===== config.mk =====
export PLATFORM = sky130hd
export DESIGN_NAME = dial_button_box_stream_decoder_unit
export DESIGN_NICKNAME = d
export VERILOG_FILES = /design/src/rtl/core/dbbsd_pkg.sv /design/src/rtl/core/dbbsd_button.sv /design/src/rtl/core/dbbsd_dial.sv /design/src/rtl/core/dial_button_box_stream_decoder_unit.sv
export SDC_FILE = /design/constraint.sdc
export NUM_CORES = 1
export LEC_CHECK = 0
export BUFFER_PORTS_ARGS = -buffer_cell sky130_fd_sc_hd__buf_2
export CORE_AREA = 2 2 206 208
export DETAILED_ROUTE_END_ITERATION = 10
export DIE_AREA = 0 0 208 210
export GPL_ROUTABILITY_DRIVEN = 0
export PLACE_DENSITY = 0.72
export SYNTH_ARGS = -nofsm -noshare
export SYNTH_HDL_FRONTEND = slang
export SYNTH_SLANG_ARGS = --single-unit

===== constraint.sdc =====
create_clock -name aclk -period 15.8 [get_ports aclk]
set_clock_uncertainty 0.1 [all_clocks]
set_input_delay 1.58 -clock aclk [delete_from_list [all_inputs] [get_ports aclk]]
set_output_delay 1.58 -clock aclk [all_outputs]
set_load 0.02 [all_outputs]

===== src/rtl/core/dbbsd_pkg.sv =====
// Shared types and constants for the dial and button box stream decoder.
`timescale 1ns / 1ps

package dbbsd_pkg;

    localparam int DIAL_COUNT = 8;
    localparam int DIAL_IW    = 3;
    localparam int RANGE_W    = 14;
    localparam int MID_W      = 18;
    localparam int POS_W      = 16;
    localparam int OFF_W      = 15;
    localparam int DELTA_W    = 17;
    localparam int BTN_IW     = 5;
    localparam int BTN_COUNT  = 32;
    localparam int OUT_DATA_W = 80;

    localparam logic [RANGE_W-1:0] HALF_RANGE_RESET = 14'd200;

    localparam logic [7:0] BTN_CODE_FIRST  = 8'hC0;
    localparam logic [4:0] DIAL_START_HIGH = 5'b00110;

    typedef enum logic [1:0] {
        EV_NONE   = 2'd0,
        EV_BUTTON = 2'd1,
        EV_DIAL   = 2'd2,
        EV_RESYNC = 2'd3
    } event_kind_t;

    typedef enum logic [2:0] {
        PH_CMD  = 3'b001,
        PH_HIGH = 3'b010,
        PH_LOW  = 3'b100
    } parse_phase_t;

    // Control from the parser to the per-dial state bank.
    typedef struct packed {
        logic               commit;
        logic               clear;
        logic [DIAL_IW-1:0] index;
    } dial_cmd_t;

    // Control from the parser to the button tracker.
    typedef struct packed {
        logic commit;
        logic hit;
        logic clear;
    } btn_cmd_t;

endpackage


===== src/rtl/core/dbbsd_button.sv =====
// Button code decode and pressed-vector register.
`timescale 1ns / 1ps

module dbbsd_button (
    input  logic                              aclk,
    input  logic                              aresetn,
    input  dbbsd_pkg::btn_cmd_t               cmd,
    input  logic [7:0]                        code,
    output logic [dbbsd_pkg::BTN_IW-1:0]      index,
    output logic                              pressed,
    output logic [dbbsd_pkg::BTN_COUNT-1:0]   vector_next
);

    logic [dbbsd_pkg::BTN_COUNT-1:0] vector_reg;

    // Banks of eight run from button 24 down to button 0.
    assign index   = {~code[4:3], code[2:0]};
    assign pressed = ~code[5];

    always_comb begin
        vector_next = vector_reg;
        if (cmd.clear) begin
            vector_next = '0;
        end else if (cmd.hit) begin
            vector_next[index] = pressed;
        end
    end

    always_ff @(posedge aclk) begin
        if (!aresetn) begin
            vector_reg <= '0;
        end else if (cmd.commit) begin
            vector_reg <= vector_next;
        end
    end

endmodule


===== src/rtl/core/dbbsd_dial.sv =====
// Per-dial window midpoint and previous position, with offset and delta math.
`timescale 1ns / 1ps

module dbbsd_dial (
    input  logic                                    aclk,
    input  logic                                    aresetn,
    input  dbbsd_pkg::dial_cmd_t                    cmd,
    input  logic signed [dbbsd_pkg::POS_W-1:0]      position,
    input  logic [dbbsd_pkg::RANGE_W-1:0]           half_range,
    output logic signed [dbbsd_pkg::OFF_W-1:0]      offset,
    output logic                                    saturated,
    output logic signed [dbbsd_pkg::DELTA_W-1:0]    delta
);

    logic signed [dbbsd_pkg::MID_W-1:0] mid_reg  [dbbsd_pkg::DIAL_COUNT];
    logic signed [dbbsd_pkg::POS_W-1:0] prev_reg [dbbsd_pkg::DIAL_COUNT];

    logic signed [dbbsd_pkg::MID_W-1:0] pos_ext;
    logic signed [dbbsd_pkg::MID_W-1:0] range_pos;
    logic signed [dbbsd_pkg::MID_W-1:0] range_neg;
    logic signed [dbbsd_pkg::MID_W-1:0] temp;
    logic signed [dbbsd_pkg::MID_W-1:0] mid_next;

    assign pos_ext   = dbbsd_pkg::MID_W'(position);
    assign range_pos = signed'({{(dbbsd_pkg::MID_W - dbbsd_pkg::RANGE_W){1'b0}}, half_range});
    assign range_neg = -range_pos;
    assign temp      = pos_ext - mid_reg[cmd.index];

    always_comb begin
        offset    = temp[dbbsd_pkg::OFF_W-1:0];
        saturated = 1'b0;
        mid_next  = mid_reg[cmd.index];
        if (temp > range_pos) begin
            // clamp high and drag the window up
            offset    = range_pos[dbbsd_pkg::OFF_W-1:0];
            saturated = 1'b1;
            mid_next  = pos_ext - range_pos;
        end else if (temp < range_neg) begin
            offset    = range_neg[dbbsd_pkg::OFF_W-1:0];
            saturated = 1'b1;
            mid_next  = pos_ext + range_pos;
        end
    end

    assign delta = dbbsd_pkg::DELTA_W'(position) - dbbsd_pkg::DELTA_W'(prev_reg[cmd.index]);

    always_ff @(posedge aclk) begin
        if (!aresetn || cmd.clear) begin
            for (int d = 0; d < dbbsd_pkg::DIAL_COUNT; d++) begin
                mid_reg[d]  <= '0;
                prev_reg[d] <= '0;
            end
        end else if (cmd.commit) begin
            mid_reg[cmd.index]  <= mid_next;
            prev_reg[cmd.index] <= position;
        end
    end

endmodule


===== src/rtl/core/dial_button_box_stream_decoder_unit.sv =====
// Top level: byte parser, input and result registers, button and dial units.
// A byte accepted into the input register is parsed from there into the result register.
// Throughput: one byte per cycle while unstalled; a dial update is one add, compare and select.
// While a result waits on m_tready, one more byte fits in the input register, then s_tready drops.
// Reset (aresetn low, synchronous): parser to command phase, buttons released,
// all dial midpoints and positions zero, half range back to 200, both registers empty.
`timescale 1ns / 1ps

module dial_button_box_stream_decoder_unit (
    input  logic                                  aclk,
    input  logic                                  aresetn,
    // configuration
    input  logic                                  cfg_we,
    input  logic [dbbsd_pkg::RANGE_W-1:0]         cfg_wdata,   // dial_half_range
    // input stream
    input  logic                                  s_tvalid,
    output logic                                  s_tready,
    input  logic [7:0]                            s_tdata,     // rx_byte
    // result stream
    output logic                                  m_tvalid,
    input  logic                                  m_tready,
    // button_index[4:0], button_pressed[5], button_vector[37:6], dial_index[40:38],
    // dial_offset[55:41], dial_saturated[56], dial_delta[73:57], zero[79:74]
    output logic [dbbsd_pkg::OUT_DATA_W-1:0]      m_tdata,
    output logic [1:0]                            m_tuser      // event_kind
);

    logic [dbbsd_pkg::RANGE_W-1:0] half_range_reg;

    logic       in_valid_reg;
    logic [7:0] in_byte_reg;
    logic       advance;

    dbbsd_pkg::parse_phase_t           phase_reg, phase_next;
    logic [dbbsd_pkg::DIAL_IW-1:0]     pend_dial_reg, pend_dial_next;
    logic [7:0]                        pend_high_reg, pend_high_next;

    logic is_button;
    logic is_start;
    logic resync;

    dbbsd_pkg::btn_cmd_t  btn_cmd;
    dbbsd_pkg::dial_cmd_t dial_cmd;

    logic [dbbsd_pkg::BTN_IW-1:0]             btn_index;
    logic                                     btn_pressed;
    logic [dbbsd_pkg::BTN_COUNT-1:0]          btn_vector;
    logic signed [dbbsd_pkg::OFF_W-1:0]       dial_offset;
    logic                                     dial_sat;
    logic signed [dbbsd_pkg::DELTA_W-1:0]     dial_delta;

    dbbsd_pkg::event_kind_t                   kind_next;
    logic [dbbsd_pkg::OUT_DATA_W-1:0]         data_next;

    logic                                     out_valid_reg;
    logic [dbbsd_pkg::OUT_DATA_W-1:0]         out_data_reg;
    dbbsd_pkg::event_kind_t                   out_kind_reg;

    // configuration register
    always_ff @(posedge aclk) begin
        if (!aresetn) begin
            half_range_reg <= dbbsd_pkg::HALF_RANGE_RESET;
        end else if (cfg_we) begin
            half_range_reg <= cfg_wdata;
        end
    end

    // input register
    assign advance  = in_valid_reg && (!out_valid_reg || m_tready);
    assign s_tready = !in_valid_reg || advance;

    always_ff @(posedge aclk) begin
        if (!aresetn) begin
            in_valid_reg <= 1'b0;
        end else if (s_tready) begin
            in_valid_reg <= s_tvalid;
        end
    end

    always_ff @(posedge aclk) begin
        if (s_tvalid && s_tready) begin
            in_byte_reg <= s_tdata;
        end
    end

    // byte classification in the command phase
    assign is_button = (phase_reg == dbbsd_pkg::PH_CMD)
                    && (in_byte_reg >= dbbsd_pkg::BTN_CODE_FIRST);
    assign is_start  = (phase_reg == dbbsd_pkg::PH_CMD)
                    && (in_byte_reg[7:3] == dbbsd_pkg::DIAL_START_HIGH)
                    && ({1'b0, in_byte_reg[2:0]} < 4'(dbbsd_pkg::DIAL_COUNT));
    assign resync    = (phase_reg == dbbsd_pkg::PH_CMD) && !is_button && !is_start;

    always_comb begin
        phase_next     = phase_reg;
        pend_dial_next = pend_dial_reg;
        pend_high_next = pend_high_reg;
        kind_next      = dbbsd_pkg::EV_NONE;
        unique case (phase_reg)
            dbbsd_pkg::PH_HIGH: begin
                pend_high_next = in_byte_reg;
                phase_next     = dbbsd_pkg::PH_LOW;
            end
            dbbsd_pkg::PH_LOW: begin
                phase_next = dbbsd_pkg::PH_CMD;
                kind_next  = dbbsd_pkg::EV_DIAL;
            end
            default: begin
                if (is_button) begin
                    kind_next = dbbsd_pkg::EV_BUTTON;
                end else if (is_start) begin
                    pend_dial_next = in_byte_reg[dbbsd_pkg::DIAL_IW-1:0];
                    phase_next     = dbbsd_pkg::PH_HIGH;
                end else begin
                    pend_dial_next = '0;
                    pend_high_next = '0;
                    kind_next      = dbbsd_pkg::EV_RESYNC;
                end
            end
        endcase
    end

    always_ff @(posedge aclk) begin
        if (!aresetn) begin
            phase_reg     <= dbbsd_pkg::PH_CMD;
            pend_dial_reg <= '0;
            pend_high_reg <= '0;
        end else if (advance) begin
            phase_reg     <= phase_next;
            pend_dial_reg <= pend_dial_next;
            pend_high_reg <= pend_high_next;
        end
    end

    assign btn_cmd.commit = advance;
    assign btn_cmd.hit    = is_button;
    assign btn_cmd.clear  = resync;

    assign dial_cmd.commit = advance && (phase_reg == dbbsd_pkg::PH_LOW);
    assign dial_cmd.clear  = advance && resync;
    assign dial_cmd.index  = pend_dial_reg;

    dbbsd_button u_button (
        .aclk        (aclk),
        .aresetn     (aresetn),
        .cmd         (btn_cmd),
        .code        (in_byte_reg),
        .index       (btn_index),
        .pressed     (btn_pressed),
        .vector_next (btn_vector)
    );

    dbbsd_dial u_dial (
        .aclk       (aclk),
        .aresetn    (aresetn),
        .cmd        (dial_cmd),
        .position   (signed'({pend_high_reg, in_byte_reg})),
        .half_range (half_range_reg),
        .offset     (dial_offset),
        .saturated  (dial_sat),
        .delta      (dial_delta)
    );

    // zero the fields that do not belong to this event
    always_comb begin
        data_next         = '0;
        data_next[37:6]   = btn_vector;
        if (kind_next == dbbsd_pkg::EV_BUTTON) begin
            data_next[4:0] = btn_index;
            data_next[5]   = btn_pressed;
        end
        if (kind_next == dbbsd_pkg::EV_DIAL) begin
            data_next[40:38] = pend_dial_reg;
            data_next[55:41] = dial_offset;
            data_next[56]    = dial_sat;
            data_next[73:57] = dial_delta;
        end
    end

    // result register
    always_ff @(posedge aclk) begin
        if (!aresetn) begin
            out_valid_reg <= 1'b0;
        end else if (advance) begin
            out_valid_reg <= 1'b1;
        end else if (m_tready) begin
            out_valid_reg <= 1'b0;
        end
    end

    always_ff @(posedge aclk) begin
        if (advance) begin
            out_data_reg <= data_next;
            out_kind_reg <= kind_next;
        end
    end

    assign m_tvalid = out_valid_reg;
    assign m_tdata  = out_data_reg;
    assign m_tuser  = out_kind_reg;

endmodule

==> results of run 1 <==
## placed cells by master (no fill, tap or decap), types with 56 or more instances in the layout
| cell | n |
|---|---|
| edfxtp_1 | 356 |
| buf_2 | 104 |
| nor3_1 | 56 |
| inv_1 | 56 |
| nand2_1 | 118 |
| and2_1 | 57 |
| ha_1 | 91 |
| and3_1 | 57 |
| nor2_1 | 258 |
| dfxtp_1 | 62 |
| mux4_2 | 68 |
| a21oi_1 | 74 |
## kinds of logic (layout without fill, tap and decap cells)
kind of cell	Yosys count	after routing	synth area share
simple gates	710	710	0.154
flops	421	421	0.534
compound gates	366	366	0.121
buf+inv	190	282	0.0353
mux	116	116	0.0897
fa+ha+maj	96	96	0.0547
xor+xnor	28	28	0.0113
other cells	1	6	0.000167
## layout make-up
| type | instances | area [sq um] |
|---|---|---|
| Sequential cell | 421 | 12000 |
| Multi-Input combinational cell | 1322 | 9710 |
| Fill cell | 3254 | 16600 |
| Timing Repair Buffer | 146 | 836 |
| Clock buffer | 49 | 1120 |
| Tap cell | 539 | 674 |
| Clock inverter | 28 | 275 |
| Inverter | 59 | 224 |
## metrics by stage
step            util  cell area (sq um)  total power (uW)
2_1_floorplan      -              22500              1530
3_3_place_gp   0.565              23400              1630
3_5_place_dp   0.565              23400              1640
4_1_cts        0.599              24800              2640
5_1_grt        0.599              24800              2720
6_report       0.599              24800              2640
## tightest hold or removal path: stages (launching register included)
cell and delay [ns]:
dfxtp_1 0.31, nand2_1 0.05, a21boi_0 0.06
## worst max path at each step
stage / start / endpoint / slack (ns) / cells after the start
6_report: flip-flop / u_dial.mid_reg[4][0]$_SDFFCE_PN0P_ / 8.06 / 22
5_1_grt: flip-flop / u_dial.mid_reg[4][0]$_SDFFCE_PN0P_ / 7.63 / 22
4_1_cts: flip-flop / u_dial.mid_reg[4][0]$_SDFFCE_PN0P_ / 8.17 / 22
3_5_place_dp: flip-flop / u_dial.mid_reg[4][0]$_SDFFCE_PN0P_ / 8.19 / 22
3_3_place_gp: flip-flop / u_dial.mid_reg[7][0]$_SDFFCE_PN0P_ / 8.52 / 22
2_1_floorplan: flip-flop / u_dial.mid_reg[0][0]$_SDFFCE_PN0P_ / 9.92 / 24
## layer usage
layer  vias up  routed length [um]  global-route usage
li1       7309                   -                   -
met1      8166               24400               0.384
met2       947               28800               0.443
met3       125                6430              0.0523
met4         0                1790              0.0959
met5         -                   0                   0
## where the power goes
group / switching (uW) / internal [uW] / total (uW)
clock network: 438 / 577 / 1010
registers: 20.3 / 1250 / 1270
logic: 236 / 117 / 353
total: 694 / 1940 / 2640
==> results.json, run 1 <==
{
  "htreeDepth": 2,
  "largest_reg_flops": 144,
  "setup_slack_ns": 8.06,
  "min_from": "u_button.vector_reg[23]$_SDFFE_PN0P_",
  "place_ws_ns": 8.19,
  "grt_pass1_wl_mm": 93.4,
  "drc": 0,
  "slew_headroom": 0.205,
  "ant_nets": 0,
  "crit_arrival_ns": 7.94,
  "cts_tree": "built",
  "path_class": "reg -> reg",
  "worstSetupEndpointType": "flip-flop",
  "min_to": "u_button.vector_reg[23]$_SDFFE_PN0P_",
  "yosys_warnings": 0,
  "maxCapViolCount": 0,
  "n_antenna_cell": 0,
  "worst_path_dominant_cell_family": "buffers and inverters",
  "cp_num_buf_inv": 4,
  "rsz0062_at_grt": "no",
  "status": "complete, no violations",
  "synthArstFlopShare": 0,
  "crit_path_frequent_cell": "buf_4",
  "yosys_register_bits": 421,
  "die_h_um": 210,
  "max_stage_delay_ns": 0.78,
  "cts_setup_buffers": 0,
  "dr.pass1.iters": 6,
  "synthTopCellsByCount": "edfxtp_1 (356), nor2_1 (260), nand2_1 (121), ha_1 (91), clkbuf_1 (88)",
  "cts-root-buf": "clkbuf_16",
  "path_max_fanout": 44,
  "setup_tns_ns": 0,
  "slowest_stage": "dfxtp_2",
  "worst_hold_slack_ns": 0.365,
  "syn_area_sq_um": 22500,
  "period_needed_ns": 7.74,
  "synthCells": 1928,
  "num_vias": 16547,
  "path_clk_slew_ns": 0.07,
  "pin_count": 111,
  "ir_drop_uv": 83.4,
  "r2r-end": "u_dial.mid_reg[4][0]$_SDFFCE_PN0P_",
  "power_density_nw_per_um2": 106,
  "dp_hpwl_mm": 39.5,
  "required_ns": 16.01,
  "synth-seq-area-share": 0.534,
  "nets": 2115,
  "area_delta_synth_final_pct": 10.6,
  "dieWidth_um": 208,
  "core_sq_um": 41500,
  "drt_wl_total_mm": 61.4,
  "synth.most_common_cell": "edfxtp_1",
  "synthTopCellsByArea": "edfxtp_1 (48%), mux4_2 (6.8%), dfxtp_1 (5.8%)",
  "grt_max_degree": 80,
  "leakagePower_uw": 0.00914,
  "fmax_ghz": 0.129,
  "wire_per_inst_um": 23.9,
  "r2r_slack_ns": 8.06,
  "reg2regPathDepth": 22,
  "maxSlewViolCount": 0,
  "hold_violations": 0,
  "drive_gt1_frac": 0.164,
  "antenna_found_initial": 0,
  "postCtsHoldBufs": 0,
  "cts_sinks": 421,
  "place_inst": 2487,
  "numPortBuffers": 104,
  "min_period_over_period": 0.490,
  "synth_edf_count": 356,
  "via_per_inst": 6.45,
  "synth_area_leader_cell": "edfxtp_1",
  "syn_area_per_cell_sq_um": 11.7,
  "grt_overflow": 0,
  "start_kind": "flip-flop",
  "insertion_delay_ns": 0.57,
  "max_slew.worst_pin.slew_ns": 1.18,
  "rows": 75,
  "numCtsBuffers": 43,
  "dr.first_iter.drc_count": 1889,
  "grtUsageTotal": 0.277,
  "cts_resized": 0,
  "holdPathStages": 2,
  "synth_cell_types": 95,
  "synth_flop_cell": "edfxtp_1",
  "dieArea_sq_um": 43700,
  "grt_pass1_vias": 16006,
  "hold_class": "reg -> reg",
  "clk_path_buf_depth": 3,
  "setup_viol_count_final": 0,
  "layout.cells.non_filler": 2564,
  "synth_top_area_share": 0.476,
  "initial_core_util": 0.542,
  "worstPathCellList": "buf_4, mux4_2, mux2i_1, ha_1, o21a_1, o31a_1, o31ai_1, a21oi_1, o41ai_4, xnor2_2, buf_4, inv_2, ha_1, nand2b_1, a31oi_1, a2bb2oi_1, a21oi_1, nand3_1, buf_4, nor2_1, mux2i_1, nor2_1"
}
No activity file was read; power rests on OpenSTA's default activity.
==> inputs of run 2 (changes only) <==
--- a/config.mk
+++ b/config.mk
@@ -10,7 +10,7 @@
 export DETAILED_ROUTE_END_ITERATION = 10
 export DIE_AREA = 0 0 208 210
 export GPL_ROUTABILITY_DRIVEN = 0
-export PLACE_DENSITY = 0.72
+export PLACE_DENSITY = 0.75
 export SYNTH_ARGS = -nofsm -noshare
 export SYNTH_HDL_FRONTEND = slang
 export SYNTH_SLANG_ARGS = --single-unit
==> constraint.sdc (replaced) <==
create_clock -name aclk -period 6.4 [get_ports aclk]
set_clock_uncertainty 0.1 [all_clocks]
set_input_delay 0.64 -clock aclk [delete_from_list [all_inputs] [get_ports aclk]]
set_output_delay 0.64 -clock aclk [all_outputs]
set_load 0.02 [all_outputs]
==> results.json, run 2 (synthesis results as in run 1) <==
{
  "insertion_delay_ns": 0.57,
  "die_h_um": 210,
  "core_sq_um": 41500,
  "slowest_stage": "a211oi_1",
  "path_class": "reg -> reg",
  "drc": 0,
  "clk_path_buf_depth": 3,
  "worstSetupEndpointType": "flip-flop",
  "grt_overflow": 0,
  "setup_viol_count_final": 0,
  "antenna_found_initial": 0,
  "status": "complete, no violations",
  "drive_gt1_frac": 0.186,
  "hold_class": "in -> reg",
  "worstPathCellList": "buf_12, buf_4, mux4_2, mux2i_1, ha_1, and2_1, a31oi_2, o21ai_0, a21o_1, xor2_1, ha_1, nand4_1, or2_2, o32ai_2, o2111a_1, nor2_4, buf_4, nor2_1, nor2_1, a211oi_1",
  "worst_hold_slack_ns": 0.154,
  "htreeDepth": 2,
  "required_ns": 6.58,
  "cts_sinks": 421,
  "place_ws_ns": 0.316,
  "num_vias": 16763,
  "layout_commonest_cell": "edfxtp_1",
  "most-common-layout-cells": "edfxtp_1 (356), nor2_1 (258), nand2_1 (119)",
  "cts_tree": "built",
  "grt_pass1_wl_mm": 94.7,
  "nets": 2161,
  "power_density_nw_per_um2": 255,
  "dp_hpwl_mm": 39.9,
  "drt_wl_total_mm": 61.5,
  "maxCapViolCount": 0,
  "setup_tns_ns": 0,
  "pin_count": 111,
  "min_period_over_period": 0.961,
  "crit_arrival_ns": 6.33,
  "largest_reg_flops": 144,
  "period_needed_ns": 6.15,
  "area_delta_synth_final_pct": 12.4,
  "use_met3": 0.0545,
  "max_stage_delay_ns": 0.56,
  "postCtsHoldBufs": 0,
  "cts-root-buf": "clkbuf_16",
  "dr.pass1.iters": 6,
  "busiest_layer": "met2",
  "path_max_fanout": 10,
  "leakagePower_uw": 0.00936,
  "dieArea_sq_um": 43700,
  "path_clk_slew_ns": 0.06,
  "slew_headroom": 0.234,
  "grtUsageTotal": 0.279,
  "via_per_inst": 6.42,
  "setup_slack_ns": 0.247,
  "ir_drop_uv": 165,
  "maxSlewViolCount": 0,
  "max_slew.worst_pin.slew_ns": 1.14,
  "dr.first_iter.drc_count": 1813,
  "start_kind": "flip-flop",
  "numCtsBuffers": 42,
  "initial_core_util": 0.542,
  "numPortBuffers": 104,
  "hold_violations": 0,
  "dieWidth_um": 208,
  "rows": 75,
  "wire_per_inst_um": 23.5,
  "grt_max_degree": 77,
  "grt_pass1_vias": 16575,
  "use_met2": 0.451,
  "gr-usage-met1": 0.369,
  "ant_nets": 0,
  "fmax_ghz": 0.163
}
## run 2: routing by layer
layer	up-vias	share of wire
met5	-	0
met4	0	0.039
li1	7400	-
met2	992	0.48
met3	173	0.099
met1	8198	0.39
## run 2: power breakdown
group / internal [uW] / switching [uW] / leakage (uW)
Combinational: 326 / 591 / 0.00453
Clock: 1320 / 1050 / 0.000639
Sequential: 3090 / 53.6 / 0.00420
## run 2: per-stage QoR
step / utilization / area (sq um) / power, uW / std cells
6_report: 0.608 / 25200 / 6440 / 2611
5_1_grt: 0.608 / 25200 / 6620 / 2610
4_1_cts: 0.605 / 25100 / 6400 / 2603
3_5_place_dp: 0.573 / 23800 / 4060 / 2527
3_3_place_gp: 0.573 / 23800 / 4040 / 2527
2_1_floorplan: - / 22500 / 3790 / 1933
## run 2: final timing paths
path                                                           from                                  end  slack [ns]  cells past startpoint
worst max-delay path                                      flip-flop            m_tdata[41]$_SDFFCE_PP0P_        0.25                     20
worst min-delay path                                     s_tdata[3]             in_byte_reg[3]$_DFFE_PP_        0.15                      1
worst max register to register                            flip-flop            m_tdata[41]$_SDFFCE_PP0P_        0.25                     20
worst min register to register  u_button.vector_reg[1]$_SDFFE_PN0P_  u_button.vector_reg[1]$_SDFFE_PN0P_        0.37                      2
## run 2: cell type report
class	count	area, sq um
Fill cell	3123	16200
Sequential cell	421	12000
Multi-Input combinational cell	1323	9820
Timing Repair Buffer	192	1210
Clock buffer	58	1160
Tap cell	539	674
Inverter	59	224
Clock inverter	18	145
Antenna cell	1	2.50
## run 2: timing repair
action                                  4_1_cts  5_1_grt
endpoints found under the setup margin        0      150
setup buffers                                 0        6
gates resized for setup                       0       17
## run 2: worst max-delay path, delay by kind of cell (launching register included)
kind	cells	cell delay (ns)
AND/OR/NAND/NOR	6	1.06
flip-flops	1	0.44
AO/OA/AOI/OAI	6	1.90
buffers and inverters	3	0.52
XOR/XNOR	1	0.18
adder cells (fa/ha/maj)	2	0.71
multiplexers	2	0.94
